**config.mk**
```make
export PLATFORM = sky130hd
export DESIGN_NAME = byte_level_bpe_piece_decoder_core
export DESIGN_NICKNAME = d
export VERILOG_FILES = /design/src/sv/bpd_pkg.sv /design/src/sv/byte_level_bpe_piece_decoder_core.sv /design/src/sv/bpd_out_fifo.sv
export SDC_FILE = /design/constraint.sdc
export NUM_CORES = 1
export LEC_CHECK = 0
export ABC_AREA = 1
export CORE_ASPECT_RATIO = 1.4
export CORE_MARGIN = 5
export CORE_UTILIZATION = 50
export CTS_CLUSTER_SIZE = 12
export DETAILED_ROUTE_END_ITERATION = 8
export DONT_BUFFER_PORTS = 1
export HOLD_SLACK_MARGIN = 0.02
export SLEW_MARGIN = 30
export SYNTH_ARGS = -nofsm -noshare
export SYNTH_HDL_FRONTEND = slang
export SYNTH_HIERARCHICAL = 1
export SYNTH_SLANG_ARGS = --single-unit
```
**constraint.sdc**
```tcl
create_clock -name clk -period 6.6 [get_ports clk]
set_input_delay 1.65 -clock clk [delete_from_list [all_inputs] [get_ports clk]]
set_output_delay 1.65 -clock clk [all_outputs]
set_load 0.005 [all_outputs]
```
**src/sv/bpd_pkg.sv**
```systemverilog
// Package for the byte-level BPE piece decoder: sizes, byte codes, result types
// and the inverse byte-to-unicode table. No dependencies.
package bpd_pkg;

  localparam int unsigned MAX_PIECE_BYTES = 511;
  localparam int unsigned CNT_W           = $clog2(MAX_PIECE_BYTES + 1);

  localparam int unsigned FIFO_DEPTH = 4;
  localparam int unsigned FIFO_AW    = $clog2(FIFO_DEPTH);
  localparam int unsigned FIFO_CW    = $clog2(FIFO_DEPTH + 1);

  localparam logic [7:0] LEAD_MASK   = 8'hE0;
  localparam logic [7:0] LEAD2_TAG   = 8'hC0;
  localparam logic [7:0] CONT_MASK   = 8'hC0;
  localparam logic [7:0] CONT_TAG    = 8'h80;
  localparam logic [7:0] LEAD_BITS   = 8'h1F;
  localparam logic [7:0] CONT_BITS   = 8'h3F;
  localparam logic [7:0] SPACE_LEAD  = 8'hC4;
  localparam logic [7:0] SPACE_CONT  = 8'hA0;
  localparam logic [7:0] ASCII_SPACE = 8'h20;

  typedef struct packed {
    logic [7:0] data;
    logic       byte_valid;
    logic       piece_end;
  } result_t;

  typedef struct packed {
    logic    push0;
    logic    push1;
    result_t ent0;
    result_t ent1;
  } push_t;

  typedef struct packed {
    logic       hit;
    logic [7:0] raw;
  } map_t;

  // Inverse GPT-2 byte-to-unicode table over codepoints 0x000..0x7FF.
  function automatic map_t cp_to_byte(input logic [10:0] cp);
    map_t m;
    m.hit = 1'b0;
    m.raw = cp[7:0];
    if ((cp >= 11'h021 && cp <= 11'h07E) || (cp >= 11'h0A1 && cp <= 11'h0AC) ||
        (cp >= 11'h0AE && cp <= 11'h0FF)) begin
      m.hit = 1'b1;
    end else if (cp >= 11'h100 && cp <= 11'h120) begin
      m.hit = 1'b1;
    end else if (cp >= 11'h121 && cp <= 11'h142) begin
      m.hit = 1'b1;
      m.raw = cp[7:0] + 8'h5E;
    end else if (cp == 11'h143) begin
      m.hit = 1'b1;
      m.raw = 8'hAD;
    end
    return m;
  endfunction

endpackage

```
**src/sv/byte_level_bpe_piece_decoder_core.sv**
```systemverilog
// Top level of the byte-level BPE piece decoder: per-byte decode and piece
// state. Depends on bpd_pkg and bpd_out_fifo.
//
// Usage:
//  - Slave stream s_axis_*: one UTF-8 byte of a token piece per transaction,
//    tuser = strip flag (sampled on the first byte of a piece), tlast marks
//    the final byte of the piece.
//  - Master stream m_axis_*: one decoded raw byte per transaction, tuser = 1
//    when tdata carries a byte, 0 for an empty end marker; tlast marks the
//    final result of the piece.
//  - Output: each result is written into the result queue when the byte that
//    produced it is accepted. A held 2-byte lead produces nothing until
//    its next byte arrives.
//  - Throughput: one byte per cycle. A byte that flushes two results (lead
//    copied raw plus the new byte) needs two output transfers; the 4-entry
//    result queue absorbs the second, and s_axis_tready drops once fewer
//    than two entries are free.
//  - Reset: queue empties, the next byte starts a new piece.
//  - Receiver stall: results wait in the queue; input keeps flowing until
//    the queue cannot take two more results.
module byte_level_bpe_piece_decoder_core (
  input  logic       clk,
  input  logic       rst,
  input  logic       s_axis_tvalid,
  output logic       s_axis_tready,
  input  logic [7:0] s_axis_tdata,   // [7:0] in_byte
  input  logic       s_axis_tuser,   // [0] strip_space
  input  logic       s_axis_tlast,   // in_last
  output logic       m_axis_tvalid,
  input  logic       m_axis_tready,
  output logic [7:0] m_axis_tdata,   // [7:0] out_byte
  output logic       m_axis_tuser,   // [0] byte_valid
  output logic       m_axis_tlast    // piece_end
);
  import bpd_pkg::*;

  // Piece state
  logic [7:0]       pending_lead;
  logic             pending_valid;
  logic [CNT_W-1:0] emitted_count;
  logic             at_piece_start;
  logic             strip_armed;

  logic [7:0]       pending_lead_next;
  logic             pending_valid_next;
  logic [CNT_W-1:0] emitted_count_next;
  logic             at_piece_start_next;
  logic             strip_armed_next;

  logic             accept;
  logic [7:0]       b;
  logic             last;
  logic             armed;
  logic             armed_n;
  logic [CNT_W-1:0] cnt;
  logic             want0;
  logic             want1;
  logic [7:0]       c0;
  logic [7:0]       c1;
  logic             pend_n;
  logic             e0;
  logic             e1;
  logic [CNT_W:0]   cnt_e0;
  logic             is_cont;
  logic             is_lead2;
  map_t             map;
  push_t            push;
  logic             room;
  logic             nonempty;
  result_t          head;

  assign accept   = s_axis_tvalid && s_axis_tready;
  assign b        = s_axis_tdata;
  assign last     = s_axis_tlast;
  assign is_cont  = ((b & CONT_MASK) == CONT_TAG);
  assign is_lead2 = ((b & LEAD_MASK) == LEAD2_TAG);
  assign map      = cp_to_byte({pending_lead[4:0] & LEAD_BITS[4:0],
                                b[5:0] & CONT_BITS[5:0]});

  // Decode one byte into up to two candidate results
  always_comb begin
    armed  = at_piece_start ? s_axis_tuser : strip_armed;
    cnt    = at_piece_start ? '0 : emitted_count;
    armed_n = armed;
    want0  = 1'b0;
    want1  = 1'b0;
    c0     = b;
    c1     = b;
    pend_n = 1'b0;
    if (pending_valid) begin
      armed_n = 1'b0;
      if (is_cont) begin
        // drop a leading U+0120 when stripping is armed
        if (!(armed && pending_lead == SPACE_LEAD && b == SPACE_CONT)) begin
          want0 = 1'b1;
          if (map.hit) begin
            c0 = map.raw;
          end else begin
            c0    = pending_lead;
            want1 = 1'b1;
          end
        end
      end else begin
        // flush the lead raw, then take the byte afresh
        want0 = 1'b1;
        c0    = pending_lead;
        if (!b[7] || !is_lead2 || last) begin
          want1 = 1'b1;
        end else begin
          pend_n = 1'b1;
        end
      end
    end else begin
      if (!b[7]) begin
        armed_n = 1'b0;
        want0   = !(armed && b == ASCII_SPACE);
      end else if (is_lead2 && !last) begin
        pend_n = 1'b1;
      end else begin
        armed_n = 1'b0;
        want0   = 1'b1;
      end
    end
  end

  // Apply the per-piece byte cap
  always_comb begin
    e0     = want0 && ({1'b0, cnt} < (CNT_W + 1)'(MAX_PIECE_BYTES));
    cnt_e0 = {1'b0, cnt} + (CNT_W + 1)'(e0);
    e1     = want1 && (cnt_e0 < (CNT_W + 1)'(MAX_PIECE_BYTES));
  end

  // Build the queue writes
  always_comb begin
    push.push0 = accept && (e0 || e1 || last);
    push.push1 = accept && e0 && e1;
    push.ent1  = '{data: c1, byte_valid: 1'b1, piece_end: last};
    if (e0 && e1) begin
      push.ent0 = '{data: c0, byte_valid: 1'b1, piece_end: 1'b0};
    end else if (e0 || e1) begin
      push.ent0 = '{data: (e0 ? c0 : c1), byte_valid: 1'b1, piece_end: last};
    end else begin
      // empty end marker
      push.ent0 = '{data: 8'h00, byte_valid: 1'b0, piece_end: 1'b1};
    end
  end

  // Next piece state
  always_comb begin
    pending_lead_next   = pending_lead;
    pending_valid_next  = pending_valid;
    emitted_count_next  = emitted_count;
    at_piece_start_next = at_piece_start;
    strip_armed_next    = strip_armed;
    if (accept) begin
      if (last) begin
        pending_lead_next   = 8'h00;
        pending_valid_next  = 1'b0;
        emitted_count_next  = '0;
        at_piece_start_next = 1'b1;
        strip_armed_next    = 1'b0;
      end else begin
        pending_lead_next   = pend_n ? b : 8'h00;
        pending_valid_next  = pend_n;
        emitted_count_next  = cnt + CNT_W'(e0) + CNT_W'(e1);
        at_piece_start_next = 1'b0;
        strip_armed_next    = armed_n;
      end
    end
  end

  always_ff @(posedge clk) begin
    if (rst) begin
      pending_lead   <= 8'h00;
      pending_valid  <= 1'b0;
      emitted_count  <= '0;
      at_piece_start <= 1'b1;
      strip_armed    <= 1'b0;
    end else begin
      pending_lead   <= pending_lead_next;
      pending_valid  <= pending_valid_next;
      emitted_count  <= emitted_count_next;
      at_piece_start <= at_piece_start_next;
      strip_armed    <= strip_armed_next;
    end
  end

  bpd_out_fifo u_fifo (
    .clk      (clk),
    .rst      (rst),
    .push     (push),
    .pop      (m_axis_tready),
    .room     (room),
    .nonempty (nonempty),
    .head     (head)
  );

  assign s_axis_tready = room;
  assign m_axis_tvalid = nonempty;
  assign m_axis_tdata  = head.data;
  assign m_axis_tuser  = head.byte_valid;
  assign m_axis_tlast  = head.piece_end;

endmodule

```
**src/sv/bpd_out_fifo.sv**
```systemverilog
// Four-entry result queue of the piece decoder: takes up to two results a
// cycle, hands out one. Depends on bpd_pkg.
module bpd_out_fifo (
  input  logic             clk,
  input  logic             rst,
  input  bpd_pkg::push_t   push,
  input  logic             pop,
  output logic             room,
  output logic             nonempty,
  output bpd_pkg::result_t head
);
  import bpd_pkg::*;

  result_t              mem [FIFO_DEPTH];
  logic [FIFO_AW-1:0]   wr_ptr;
  logic [FIFO_AW-1:0]   rd_ptr;
  logic [FIFO_CW-1:0]   count;
  logic [FIFO_AW-1:0]   wr_ptr1;
  logic [FIFO_CW-1:0]   count_next;

  assign wr_ptr1  = wr_ptr + FIFO_AW'(1);
  assign nonempty = (count != '0);
  assign room     = (count <= FIFO_CW'(FIFO_DEPTH - 2));
  assign head     = mem[rd_ptr];

  always_comb begin
    count_next = count + FIFO_CW'(push.push0) + FIFO_CW'(push.push1)
                 - FIFO_CW'(pop && nonempty);
  end

  always_ff @(posedge clk) begin
    if (push.push0) begin
      mem[wr_ptr] <= push.ent0;
    end
    if (push.push1) begin
      mem[wr_ptr1] <= push.ent1;
    end
  end

  always_ff @(posedge clk) begin
    if (rst) begin
      wr_ptr <= '0;
      rd_ptr <= '0;
      count  <= '0;
    end else begin
      wr_ptr <= wr_ptr + FIFO_AW'(push.push0) + FIFO_AW'(push.push1);
      if (pop && nonempty) begin
        rd_ptr <= rd_ptr + FIFO_AW'(1);
      end
      count <= count_next;
    end
  end

endmodule

```
==> qor.tcl, run 1 <==
set qor(power.density_cell_area_mw_per_mm2) 264.0
set qor(detail_route.first_pass.iterations) 5
set qor(hold-path-cell-count) 2
set qor(synth_seq_area_share_pct) 38.11
set qor(port_buffers) 0
set qor(synth.cell_area_mm2) 0.004676
set qor(finalCritPeriodShare_pct) 82.78
set qor(cts_inserted_buffers) 9
set qor(cts.clk_slew.worst_paths_ns) 0.06
set qor(dp_hpwl_um) 8767
set qor(htreeDepth) 3
set qor(rr_worst_depth) 20
set qor(end_kind) {register}
set qor(area_growth_pct) 7.038
set qor(syn_nets) 677
set qor(hold-path-endpoint) {pending_lead[5]$_SDFFE_PP0P_}
set qor(max_slew.worst_pin.slew_ns) 0.6883
set qor(worst-endpoint-required_ns) 6.83
set qor(synthArstFlopShare_pct) 0
set qor(fp-row-count) 41
set qor(drt_first_iter_violations) 219
set qor(timing.fmax_ghz) 0.1830
set qor(fp.dieArea_mm2) 0.01141
set qor(critical_path_peak_fanout) 18
set qor(gpl.final_weighted_congestion) 0.9467
set qor(crit_arrival_ns) 5.70
set qor(cts_num_sinks) 69
set qor(route.antenna.remaining_nets) 0
set qor(synth_enable_flop_cells) 40
set qor(cts_buffer_depth) 2
set qor(cts.root.buffer_cell) {sky130_fd_sc_hd__clkbuf_16}
set qor(final.setup.tns_ns) 0
set qor(post-route-min-period_ns) 5.463
set qor(timing.rr.end) {u_fifo/count[2]$_SDFF_PP0_}
set qor(holdCritStartpoint) {pending_lead[5]$_SDFFE_PP0P_}
set qor(top_level_ports) 26
set qor(start_util_pct) 51.50
set qor(design.final.nets) 668
set qor(status) {finished clean}
set qor(slew_limit_fails) 0
set qor(drc) 0
set qor(yosysWarnings) 6
set qor(drv.max_cap_violation_count) 0
set qor(chipWidth_um) 91.73
set qor(first_pass_grt_wire_length_um) 18990
set qor(mostFrequentLayoutCells) {sky130_fd_sc_hd__nand2_1, sky130_fd_sc_hd__nor2_1, sky130_fd_sc_hd__inv_1}
set qor(power_leakage_uw) 0.002123
set qor(post_cts.repair.setup_buffers) 0
set qor(postPlaceCellArea_mm2) 0.004706
set qor(count_of_mapped_cells_out_of_synthesis) 649
set qor(track_usage_pct) 20.67
set qor(antennaDiodeCount) 0
set qor(cts_hold_buf) 0
set qor(initial_antenna_violation_count) 0
set qor(timing.clock.skew_ns) 0.007509
set qor(pin_count_of_the_biggest_net_entering_global_routing) 27
set qor(die_h_um) 124.4
set qor(clock_latency_ns) 0.34
set qor(slew-limit-headroom_pct) 53.95
set qor(final_design_area_no_fill_mm2) 0.005005
set qor(peakVddDrop_v) 0.0001205
set qor(grt_overflow_total) 0
set qor(post_synth_num_cell_types) 39
set qor(avgRoutedWirePerCell_um) 15.31
set qor(synthFlopType) {sky130_fd_sc_hd__edfxtp_1}
set qor(rsz0062_at_grt) {no}
set qor(tritoncts) {built}
set qor(final_hold_viol_count) 0
set qor(synth_seq_cells) 69
set qor(design.core.area_mm2) 0.009080
set qor(finalSetupViolCount) 0
set qor(start_kind) {input pin}
set qor(first_global_vias) 3817
set qor(worstHoldPathType) {register to register}
set qor(r2r_slack_ns) 1.91
set qor(drive_gt1_share_pct) 10.54
set qor(stdcell_count) 752
set qor(critical_path_class) {input pin to register}
set qor(detailroute.via_count) 4161
set qor(avgSynthCellArea_um2) 7.205
set qor(final_common_cell) {sky130_fd_sc_hd__nand2_1}
set qor(drt-vias-per-instance) 5.533
set qor(cts_repair_resize_count) 0
set qor(wirelength_um) 11510
set qor(regToRegStartpoint) {pending_lead[0]$_SDFFE_PP0P_}
set qor(place_inst) 736
-- cells in the mapped netlist (3+ instances only) --
master                     instances  share of area, %
sky130_fd_sc_hd__nand2_1         174                14
sky130_fd_sc_hd__nor2_2            5              0.67
sky130_fd_sc_hd__a21oi_1          36               3.9
sky130_fd_sc_hd__inv_1            66               5.3
sky130_fd_sc_hd__a21oi_2           4              0.75
sky130_fd_sc_hd__nand2_4           4              0.96
sky130_fd_sc_hd__nor2_1           71               5.7
sky130_fd_sc_hd__a31oi_1           3              0.40
sky130_fd_sc_hd__fa_1              4               1.7
sky130_fd_sc_hd__edfxtp_1         40                26
sky130_fd_sc_hd__clkbuf_1         10              0.80
sky130_fd_sc_hd__buf_2             5              0.54
sky130_fd_sc_hd__nand4_1           8               1.1
sky130_fd_sc_hd__o21ai_2          11               2.1
sky130_fd_sc_hd__o31ai_1           3              0.48
sky130_fd_sc_hd__o21ai_1          26               2.8
sky130_fd_sc_hd__nand3_2           5               1.1
sky130_fd_sc_hd__o22ai_1          10               1.3
sky130_fd_sc_hd__nor3_1            6              0.64
sky130_fd_sc_hd__inv_2             6              0.48
sky130_fd_sc_hd__buf_4            10               1.6
sky130_fd_sc_hd__ha_1             10               2.7
sky130_fd_sc_hd__o21ai_0          38               4.1
sky130_fd_sc_hd__dfxtp_1          29                12
sky130_fd_sc_hd__nand3_1          36               3.9
sky130_fd_sc_hd__nand2_2           5              0.67
sky130_fd_sc_hd__xor2_1            7               1.3
-- state kept, by name, summed over array words and instances, names as in the netlist, named ones only --
signal and flops:
u_fifo/wr_ptr 2, u_fifo/rd_ptr 2, strip_armed 1, u_fifo/mem 40
pending_valid 1, u_fifo/count 3, pending_lead 8, emitted_count 9
at_piece_start 1
-- critical path: stages --
cell and delay, ns:
sky130_fd_sc_hd__inv_1 0.06, sky130_fd_sc_hd__nand2_2 0.12, sky130_fd_sc_hd__nor4_1 0.39, sky130_fd_sc_hd__nand4_1 0.15, sky130_fd_sc_hd__nand3_2 0.33, sky130_fd_sc_hd__inv_1 0.22, sky130_fd_sc_hd__ha_1 0.27, sky130_fd_sc_hd__ha_1 0.28
sky130_fd_sc_hd__nand3_1 0.09, sky130_fd_sc_hd__nor3_1 0.08, sky130_fd_sc_hd__a21oi_4 0.18, sky130_fd_sc_hd__nand2_4 0.12, sky130_fd_sc_hd__a31oi_1 0.30, sky130_fd_sc_hd__inv_1 0.15, sky130_fd_sc_hd__ha_1 0.30, sky130_fd_sc_hd__inv_1 0.04
sky130_fd_sc_hd__fa_1 0.37, sky130_fd_sc_hd__fa_1 0.38, sky130_fd_sc_hd__xor2_1 0.16, sky130_fd_sc_hd__nor2_1 0.05
-- where the power goes --
| part | internal [uW] | leakage, uW | total (uW) | switching (uW) |
|---|---|---|---|---|
| clock network | 289 | 0.000136 | 469 | 180 |
| logic | 96.9 | 0.00139 | 303 | 206 |
| registers | 515 | 0.000597 | 549 | 34.1 |
| total | 901 | 0.00212 | 1320 | 420 |
-- cells by family after synthesis --
group           count (synthesis)  synth area share [%]
other cells                     1               0.08020
buf+inv                        98                 8.964
flops                          69                 38.11
fa+ha+maj                      14                 4.389
compound gates                136                 16.72
xor+xnor                        9                 1.686
simple gates                  322                 30.05
-- metrics by stage --
stage                     worst slack [ns]  util (%)  total power, uW  hold WS (ns)
after global placement              0.9166     51.83            854.6        0.4288
after floorplan                      1.262         -            796.7        0.4191
after global routing                0.7009     55.12             1412        0.4787
after CTS                            1.150     55.04             1334        0.4456
final                                1.137     55.12             1321        0.4410
after detailed placement            0.8071     51.83            861.5        0.4352
-- metal layers --
metal	vias up	part of all wire [%]	global-route usage [%]
met1	1896	42	25.33
met2	112	50	34.44
li1	2126	-	-
met4	0	3.0	9.886
met5	-	0	0
met3	27	4.6	4.169
-- layout make-up --
| cell class | instances | area [um2] |
|---|---|---|
| Multi-Input combinational cell | 482 | 2482 |
| Fill cell | 898 | 4075 |
| Clock buffer | 9 | 225.2 |
| Sequential cell | 69 | 1782 |
| Timing Repair Buffer | 6 | 45.04 |
| Clock inverter | 7 | 66.31 |
| Tap cell | 107 | 133.9 |
| Inverter | 72 | 270.3 |
-- how the worst max path moves through the flow --
stage                    start                         end  slack [ns]
2_1_floorplan  s_axis_tdata[2]  u_fifo/count[2]$_SDFF_PP0_        1.26
3_3_place_gp   s_axis_tdata[6]  u_fifo/count[2]$_SDFF_PP0_        0.92
3_5_place_dp   s_axis_tdata[6]  u_fifo/count[2]$_SDFF_PP0_        0.81
4_1_cts        s_axis_tdata[6]  u_fifo/count[2]$_SDFF_PP0_        1.15
5_1_grt        s_axis_tdata[6]  u_fifo/count[2]$_SDFF_PP0_        0.70
6_report       s_axis_tdata[6]  u_fifo/count[2]$_SDFF_PP0_        1.14
(Power assumes the default switching activity.)
==> run 2: changes to the inputs <==
--- a/config.mk
+++ b/config.mk
@@ -5,7 +5,7 @@
 export SDC_FILE = /design/constraint.sdc
 export NUM_CORES = 1
 export LEC_CHECK = 0
-export ABC_AREA = 1
+export ABC_AREA = 0
 export CORE_ASPECT_RATIO = 1.4
 export CORE_MARGIN = 5
 export CORE_UTILIZATION = 50
==> constraint.sdc (replaced) <==
create_clock -name clk -period 5.25 [get_ports clk]
set_input_delay 1.3125 -clock clk [delete_from_list [all_inputs] [get_ports clk]]
set_output_delay 1.3125 -clock clk [all_outputs]
set_load 0.005 [all_outputs]
==> run 2 against run 1 <==
Critical path depth grew 2. Final cell count shrank 31%. Sequential share of layout area grew 0.62 points. Register-to-register slack lost 1.2 ns. Combinational power grew 16%. Critical endpoint is now emitted_count[8]$_SDFFE_PP0P_. Largest cell class unchanged. Sequential power grew 29%. Global-route usage shrank 0.60 points.
==> qor.tcl, run 2 <==
set qor(design.final.nets) 439
set qor(drv.max_cap_violation_count) 0
set qor(place_inst) 505
set qor(cts_buffer_depth) 2
set qor(yosysTopAreaCell) {sky130_fd_sc_hd__edfxtp_1}
set qor(post-route-min-period_ns) 4.893
set qor(slew-limit-headroom_pct) 44.91
set qor(post_synth_num_cell_types) 73
set qor(first_global_vias) 3106
set qor(die_h_um) 120.4
set qor(gpl.final_weighted_congestion) 0.8472
set qor(stdcell_count) 521
set qor(rsz0062_at_grt) {no}
set qor(drc) 0
set qor(synthFlopType) {sky130_fd_sc_hd__edfxtp_1}
set qor(detail_route.first_pass.iterations) 4
set qor(synth.cell_area_mm2) 0.004354
set qor(synth.top_cells.by_area) {sky130_fd_sc_hd__edfxtp_1, sky130_fd_sc_hd__dfxtp_1, sky130_fd_sc_hd__mux2_2}
set qor(delay_of_the_slowest_cell_on_the_worst_path_ns) 0.56
set qor(p_switching_uw) 447.8
set qor(cts_num_sinks) 69
set qor(cts_repair_resize_count) 0
set qor(p_sw_share_pct) 27.27
set qor(cts_inserted_buffers) 9
set qor(clkPwrFrac_pct) 35.4
set qor(synth.most_common_cell) {sky130_fd_sc_hd__edfxtp_1}
set qor(area_growth_pct) 12.99
set qor(antennaDiodeCount) 0
set qor(worstHoldPathType) {register to register}
set qor(yosysWarnings) 6
set qor(finalSetupViolCount) 0
set qor(netlist_top_cells_count) {sky130_fd_sc_hd__edfxtp_1, sky130_fd_sc_hd__mux2_2, sky130_fd_sc_hd__dfxtp_1, sky130_fd_sc_hd__nand2_1, sky130_fd_sc_hd__a21oi_1}
set qor(synth_seq_cells) 69
set qor(start_kind) {input pin}
set qor(seqPwrFrac_pct) 43.2
set qor(detailroute.via_count) 3127
set qor(mostFrequentLayoutCells) {sky130_fd_sc_hd__edfxtp_1, sky130_fd_sc_hd__mux2_2, sky130_fd_sc_hd__dfxtp_1}
set qor(max_slew.worst_pin.slew_ns) 0.8244
set qor(avgSynthCellArea_um2) 10.89
set qor(first_pass_grt_wire_length_um) 16360
set qor(count_of_mapped_cells_out_of_synthesis) 400
set qor(combinationalPowerShare_pct) 21.4
set qor(registers.top_by_ff_count) {u_fifo/mem}
set qor(tritoncts) {built}
set qor(pin_count_of_the_biggest_net_entering_global_routing) 30
set qor(finalCritPeriodShare_pct) 93.20
set qor(largest_register_ffs) 40
set qor(wirelength_um) 9847
set qor(end_kind) {register}
set qor(clock_latency_ns) 0.33
set qor(top_cell_type_s_share_of_synthesized_area_pct) 27.59
set qor(drt-vias-per-instance) 6.002
set qor(worst_path_max_delay_cell) {sky130_fd_sc_hd__or4_4}
set qor(power_leakage_uw) 0.001739
set qor(peakVddDrop_v) 0.0002013
set qor(post_cts.repair.setup_buffers) 0
set qor(worst_path_dominant_cell_family) {simple AND/OR/NAND/NOR gates}
set qor(drt_first_iter_violations) 108
set qor(fp.dieArea_mm2) 0.01070
set qor(port_buffers) 0
set qor(start_util_pct) 50.88
set qor(cts.root.buffer_cell) {sky130_fd_sc_hd__clkbuf_16}
set qor(initial_antenna_violation_count) 0
set qor(cts_hold_buf) 0
set qor(track_usage_pct) 20.07
set qor(top_level_ports) 26
set qor(drive_gt1_share_pct) 29.81
set qor(slew_limit_fails) 0
set qor(hold-worst-slack_ns) 0.4619
set qor(power.internal_uw) 1194
set qor(avgRoutedWirePerCell_um) 18.90
set qor(grt_overflow_total) 0
set qor(critical_path_class) {input pin to register}
set qor(final_hold_viol_count) 0
set qor(power.density_cell_area_mw_per_mm2) 333.8
set qor(fp-row-count) 40
set qor(worst-endpoint-required_ns) 5.47
set qor(critical_path_cell_list) {or4_4, nor2_4, a41oi_2, o21ai_4, inv_2, ha_4, ha_4, and4_1, nand4_1, o22a_1, o221ai_2, or2_1, buf_4, inv_1, fa_1, ha_2, and3_1, nand4_1, or3_1, a21oi_1, a21oi_1, nor2_1}
set qor(post-layout-total-power_uw) 1642
set qor(synthArstFlopShare_pct) 0
set qor(cts.clk_slew.worst_paths_ns) 0.05
set qor(synth_enable_flop_cells) 40
set qor(design.core.area_mm2) 0.008558
set qor(dp_hpwl_um) 7044
set qor(cp_num_buf_inv) 3
set qor(final_common_cell) {sky130_fd_sc_hd__edfxtp_1}
set qor(route.antenna.remaining_nets) 0
set qor(timing.clock.skew_ns) 0.003398
set qor(top_regs) {u_fifo/mem (40), emitted_count (9), pending_lead (8)}
set qor(htreeDepth) 3
set qor(crit_arrival_ns) 5.11
set qor(timing.fmax_ghz) 0.2044
set qor(status) {finished clean}
set qor(chipWidth_um) 88.87
set qor(synth_seq_area_share_pct) 40.92
set qor(critical_path_peak_fanout) 14
-- run 2: cell count changes after synthesis, moves of 11 or more --
cell                      change
sky130_fd_sc_hd__nor2_1      -48
sky130_fd_sc_hd__mux2_2      +34
sky130_fd_sc_hd__nand2_1    -146
sky130_fd_sc_hd__o21ai_1     -25
sky130_fd_sc_hd__nand3_1     -24
sky130_fd_sc_hd__inv_1       -53
sky130_fd_sc_hd__o21ai_2     -11
sky130_fd_sc_hd__o21ai_0     -24
sky130_fd_sc_hd__nor2b_1     +12
sky130_fd_sc_hd__a21oi_1     -12
-- run 2: kinds of logic (layout without fill, tap and decap cells) --
family                   after synthesis  in the layout  share of synthesized area, %
AND/OR/NAND/NOR                      132            132                         16.93
AO/OA/AOI/OAI                         85             85                         14.05
other                                  1              4                       0.08612
adder cells (fa/ha/maj)               15             15                         4.971
XOR/XNOR                               4              4                        0.8047
flip-flops                            69             69                         40.92
multiplexers                          55             55                         17.53
buffers and inverters                 39             52                         4.712
-- run 2: per-layer routing --
metal,up-vias,global-route usage (%),wire length [um]
met5,-,0,0
met4,0,8.507,312
met3,20,3.408,358
met2,64,33.18,4954
met1,1503,25.41,4222
li1,1540,-,-
-- run 2: cell type report --
cell class	count	area, um2
sequential	69	1782
clock inverter	5	52.55
tap	105	131.4
timing repair buffer	23	197.7
clock buffer	11	232.7
multi-input combinational	295	2475
inverter	13	48.80
fill	732	3638
-- run 2: tightest hold or removal path, cell delays in order, from the launching register on --
cell                      delay, ns
sky130_fd_sc_hd__dfxtp_1       0.32
sky130_fd_sc_hd__nand2_1       0.06
sky130_fd_sc_hd__a21oi_1       0.05
-- run 2: path summary, 6_finish.rpt --
kind              slack (ns)  depth (start not counted)                     startpoint                       endpoint
setup / recovery        0.36                         22                s_axis_tdata[4]  emitted_count[8]$_SDFFE_PP0P_
hold / removal          0.46                          2  emitted_count[0]$_SDFFE_PP0P_  emitted_count[0]$_SDFFE_PP0P_
setup reg to reg        0.67                         22   pending_lead[1]$_SDFFE_PP0P_  emitted_count[8]$_SDFFE_PP0P_
hold reg to reg         0.46                          2  emitted_count[0]$_SDFFE_PP0P_  emitted_count[0]$_SDFFE_PP0P_
-- run 2: power groups by stage --
stage | Clock [uW] | Combinational [uW] | Sequential [uW]
2_1_floorplan | 0 | 319 | 684
3_3_place_gp | 0 | 353 | 721
3_5_place_dp | 0 | 357 | 723
4_1_cts | 591 | 358 | 712
5_1_grt | 617 | 396 | 721
6_report | 581 | 351 | 710
-- run 2: per-stage QoR --
step / area [um2] / TNS, ns / util (%) / setup WS, ns
floorplan: 4469 / -5.213 / - / -0.3145
global placement: 4634 / 0 / 54.15 / 0.07578
detailed placement: 4634 / 0 / 54.15 / 0.02687
CTS: 4920 / 0 / 57.49 / 0.3605
global route: 4920 / 0 / 57.49 / 0.03705
finish: 4920 / 0 / 57.49 / 0.3571
==> run 3: changes to the inputs <==
--- a/config.mk
+++ b/config.mk
@@ -9,6 +9,7 @@
 export CORE_ASPECT_RATIO = 1.4
 export CORE_MARGIN = 5
 export CORE_UTILIZATION = 50
+export CTS_BUF_LIST = sky130_fd_sc_hd__clkbuf_4 sky130_fd_sc_hd__clkbuf_8 sky130_fd_sc_hd__clkbuf_16
 export CTS_CLUSTER_SIZE = 12
 export DETAILED_ROUTE_END_ITERATION = 8
 export DONT_BUFFER_PORTS = 1
==> constraint.sdc (replaced) <==
create_clock -name clk -period 5.25 [get_ports clk]
set_input_delay 1.3125 -clock clk [delete_from_list [all_inputs] [get_ports clk]]
set_output_delay 1.3125 -clock clk [all_outputs]
set_load 0.1 [all_outputs]
==> run 3 against run 2 <==
Setup slack lost 0.011 ns. Utilization is essentially flat. Worst hold slack gained 0.0035 ns. Non-clock buffer count shrank 1. Critical path depth is the same. Design area is essentially flat. Register-to-register slack lost 0.03 ns. Global-route usage shrank 0.60 points. Sequential share of layout area is essentially flat.
==> qor.tcl, run 3 (synthesized netlist as in run 2, its figures left out) <==
set qor(worst-endpoint-required_ns) 5.47
set qor(mostFrequentLayoutCells) {sky130_fd_sc_hd__edfxtp_1, sky130_fd_sc_hd__mux2_2, sky130_fd_sc_hd__dfxtp_1}
set qor(grt_overflow_total) 0
set qor(critical_path_class) {input pin to register}
set qor(fp.dieArea_mm2) 0.01070
set qor(end_kind) {register}
set qor(design.core.area_mm2) 0.008558
set qor(avgRoutedWirePerCell_um) 18.51
set qor(timing.clock.skew_ns) 0.003742
set qor(initial_antenna_violation_count) 0
set qor(dp_slack_ns) 0.001085
set qor(status) {finished clean}
set qor(detail_route.first_pass.iterations) 4
set qor(antennaDiodeCount) 0
set qor(cts_num_sinks) 69
set qor(slew-limit-headroom_pct) 39.18
set qor(drt_first_iter_violations) 127
set qor(drv.max_cap_violation_count) 0
set qor(post-route-min-period_ns) 4.903
set qor(slew_limit_fails) 0
set qor(tritoncts) {built}
set qor(route.antenna.remaining_nets) 0
set qor(top_level_ports) 26
set qor(worst_path_max_delay_cell) {sky130_fd_sc_hd__or4_4}
set qor(first_pass_grt_wire_length_um) 15880
set qor(rsz0062_at_grt) {no}
set qor(cp_num_buf_inv) 3
set qor(delay_of_the_slowest_cell_on_the_worst_path_ns) 0.56
set qor(top_regs) {u_fifo/mem (40), emitted_count (9), pending_lead (8)}
set qor(htreeDepth) 3
set qor(critical_path_peak_fanout) 14
set qor(critical_path_cell_list) {or4_4, nor3_2, a211oi_2, o21ai_4, inv_2, ha_4, ha_4, and4_1, nand4_1, o22a_1, o221ai_2, or2_1, buf_4, inv_1, fa_1, ha_2, and3_1, nand4_1, or3_1, a21oi_1, a21oi_1, nor2_1}
set qor(worstHoldPathType) {register to register}
set qor(final_critical_path_setup_slack_ns) 0.3466
set qor(power.density_cell_area_mw_per_mm2) 405.1
set qor(clock_latency_ns) 0.33
set qor(cts_inserted_buffers) 9
set qor(final_common_cell) {sky130_fd_sc_hd__edfxtp_1}
set qor(post_cts.repair.setup_buffers) 0
set qor(track_usage_pct) 19.48
set qor(worst_path_dominant_cell_family) {simple AND/OR/NAND/NOR gates}
set qor(finalCritPeriodShare_pct) 93.40
set qor(drive_gt1_share_pct) 29.64
set qor(cts_buffer_depth) 2
set qor(start_kind) {input pin}
set qor(largest_register_ffs) 40
set qor(gpl.final_weighted_congestion) 0.8532
set qor(wirelength_um) 9627
set qor(timing.fmax_ghz) 0.2039
set qor(crit_arrival_ns) 5.13
set qor(registers.top_by_ff_count) {u_fifo/mem}
set qor(first_global_vias) 3115
set qor(area_growth_pct) 12.93
set qor(drt-vias-per-instance) 5.962
set qor(peakVddDrop_v) 0.0002945
set qor(fp-row-count) 40
set qor(die_h_um) 120.4
set qor(finalSetupViolCount) 0
set qor(cts.clk_slew.worst_paths_ns) 0.05
set qor(chipWidth_um) 88.87
set qor(drc) 0
set qor(dp_hpwl_um) 7039
set qor(post-route-util_pct) 57.46
set qor(power_leakage_uw) 0.001738
set qor(pin_count_of_the_biggest_net_entering_global_routing) 30
set qor(detailroute.via_count) 3100
set qor(port_buffers) 0
set qor(final_hold_viol_count) 0
set qor(cts.root.buffer_cell) {sky130_fd_sc_hd__clkbuf_16}
set qor(cts_hold_buf) 0
set qor(cts_repair_resize_count) 0
set qor(design.final.nets) 438
set qor(max_slew.worst_pin.slew_ns) 0.9123
set qor(start_util_pct) 50.88
[run 3: area by class of cell]
cell class,instances,area [um2]
inverter,13,48.80
multi-input combinational,295,2475
sequential,69,1782
fill,719,3641
clock inverter,7,65.06
timing repair buffer,22,190.2
tap,105,131.4
clock buffer,9,225.2
[run 3: metal layers]
| metal | track usage [%] | part of all wire, % | wire length [um] | vias to the layer above |
|---|---|---|---|---|
| met5 | 0 | 0 | 0 | - |
| met2 | 32.11 | 51 | 4863 | 68 |
| li1 | - | - | - | 1546 |
| met4 | 6.805 | 2.0 | 191 | 0 |
| met1 | 24.96 | 43 | 4121 | 1464 |
| met3 | 4.022 | 4.7 | 451 | 22 |
[run 3: worst reg2reg max path, delay by kind of cell, from the launching register on]
kind | cells | cell delay (ns)
AOI/OAI and AO/OA | 6 | 0.90
adders and majority gates | 4 | 1.00
buffers and inverters | 3 | 0.27
DFF | 1 | 0.37
and+or+nand+nor | 9 | 1.94
[run 3: final timing paths]
check,startpoint,endpoint,slack (ns),depth (start not counted)
max,s_axis_tdata[4],emitted_count[8]$_SDFFE_PP0P_,0.35,22
min,emitted_count[6]$_SDFFE_PP0P_,emitted_count[6]$_SDFFE_PP0P_,0.47,2
max reg2reg,pending_lead[1]$_SDFFE_PP0P_,emitted_count[8]$_SDFFE_PP0P_,0.64,22
min reg2reg,emitted_count[6]$_SDFFE_PP0P_,emitted_count[6]$_SDFFE_PP0P_,0.47,2
[run 3: where the power goes]
group          switching [uW]  leakage, uW  internal, uW  total (uW)
Clock                     224     0.000145           365         589
Combinational             506     0.000996           186         692
Sequential               62.0     0.000598           649         711
[run 3: stage by stage]
stage               cell area [um2]  hold slack (ns)  power [uW]  std cells  TNS (ns)
global placement               4627           0.4492        1411        504         0
CTS                            4917           0.4684        2010        520         0
floorplan                      4469           0.4406        1338        403    -5.214
detailed placement             4627           0.4580        1419        504         0
global route                   4917           0.4999        2080        520         0
finish                         4917           0.4654        1992        520         0
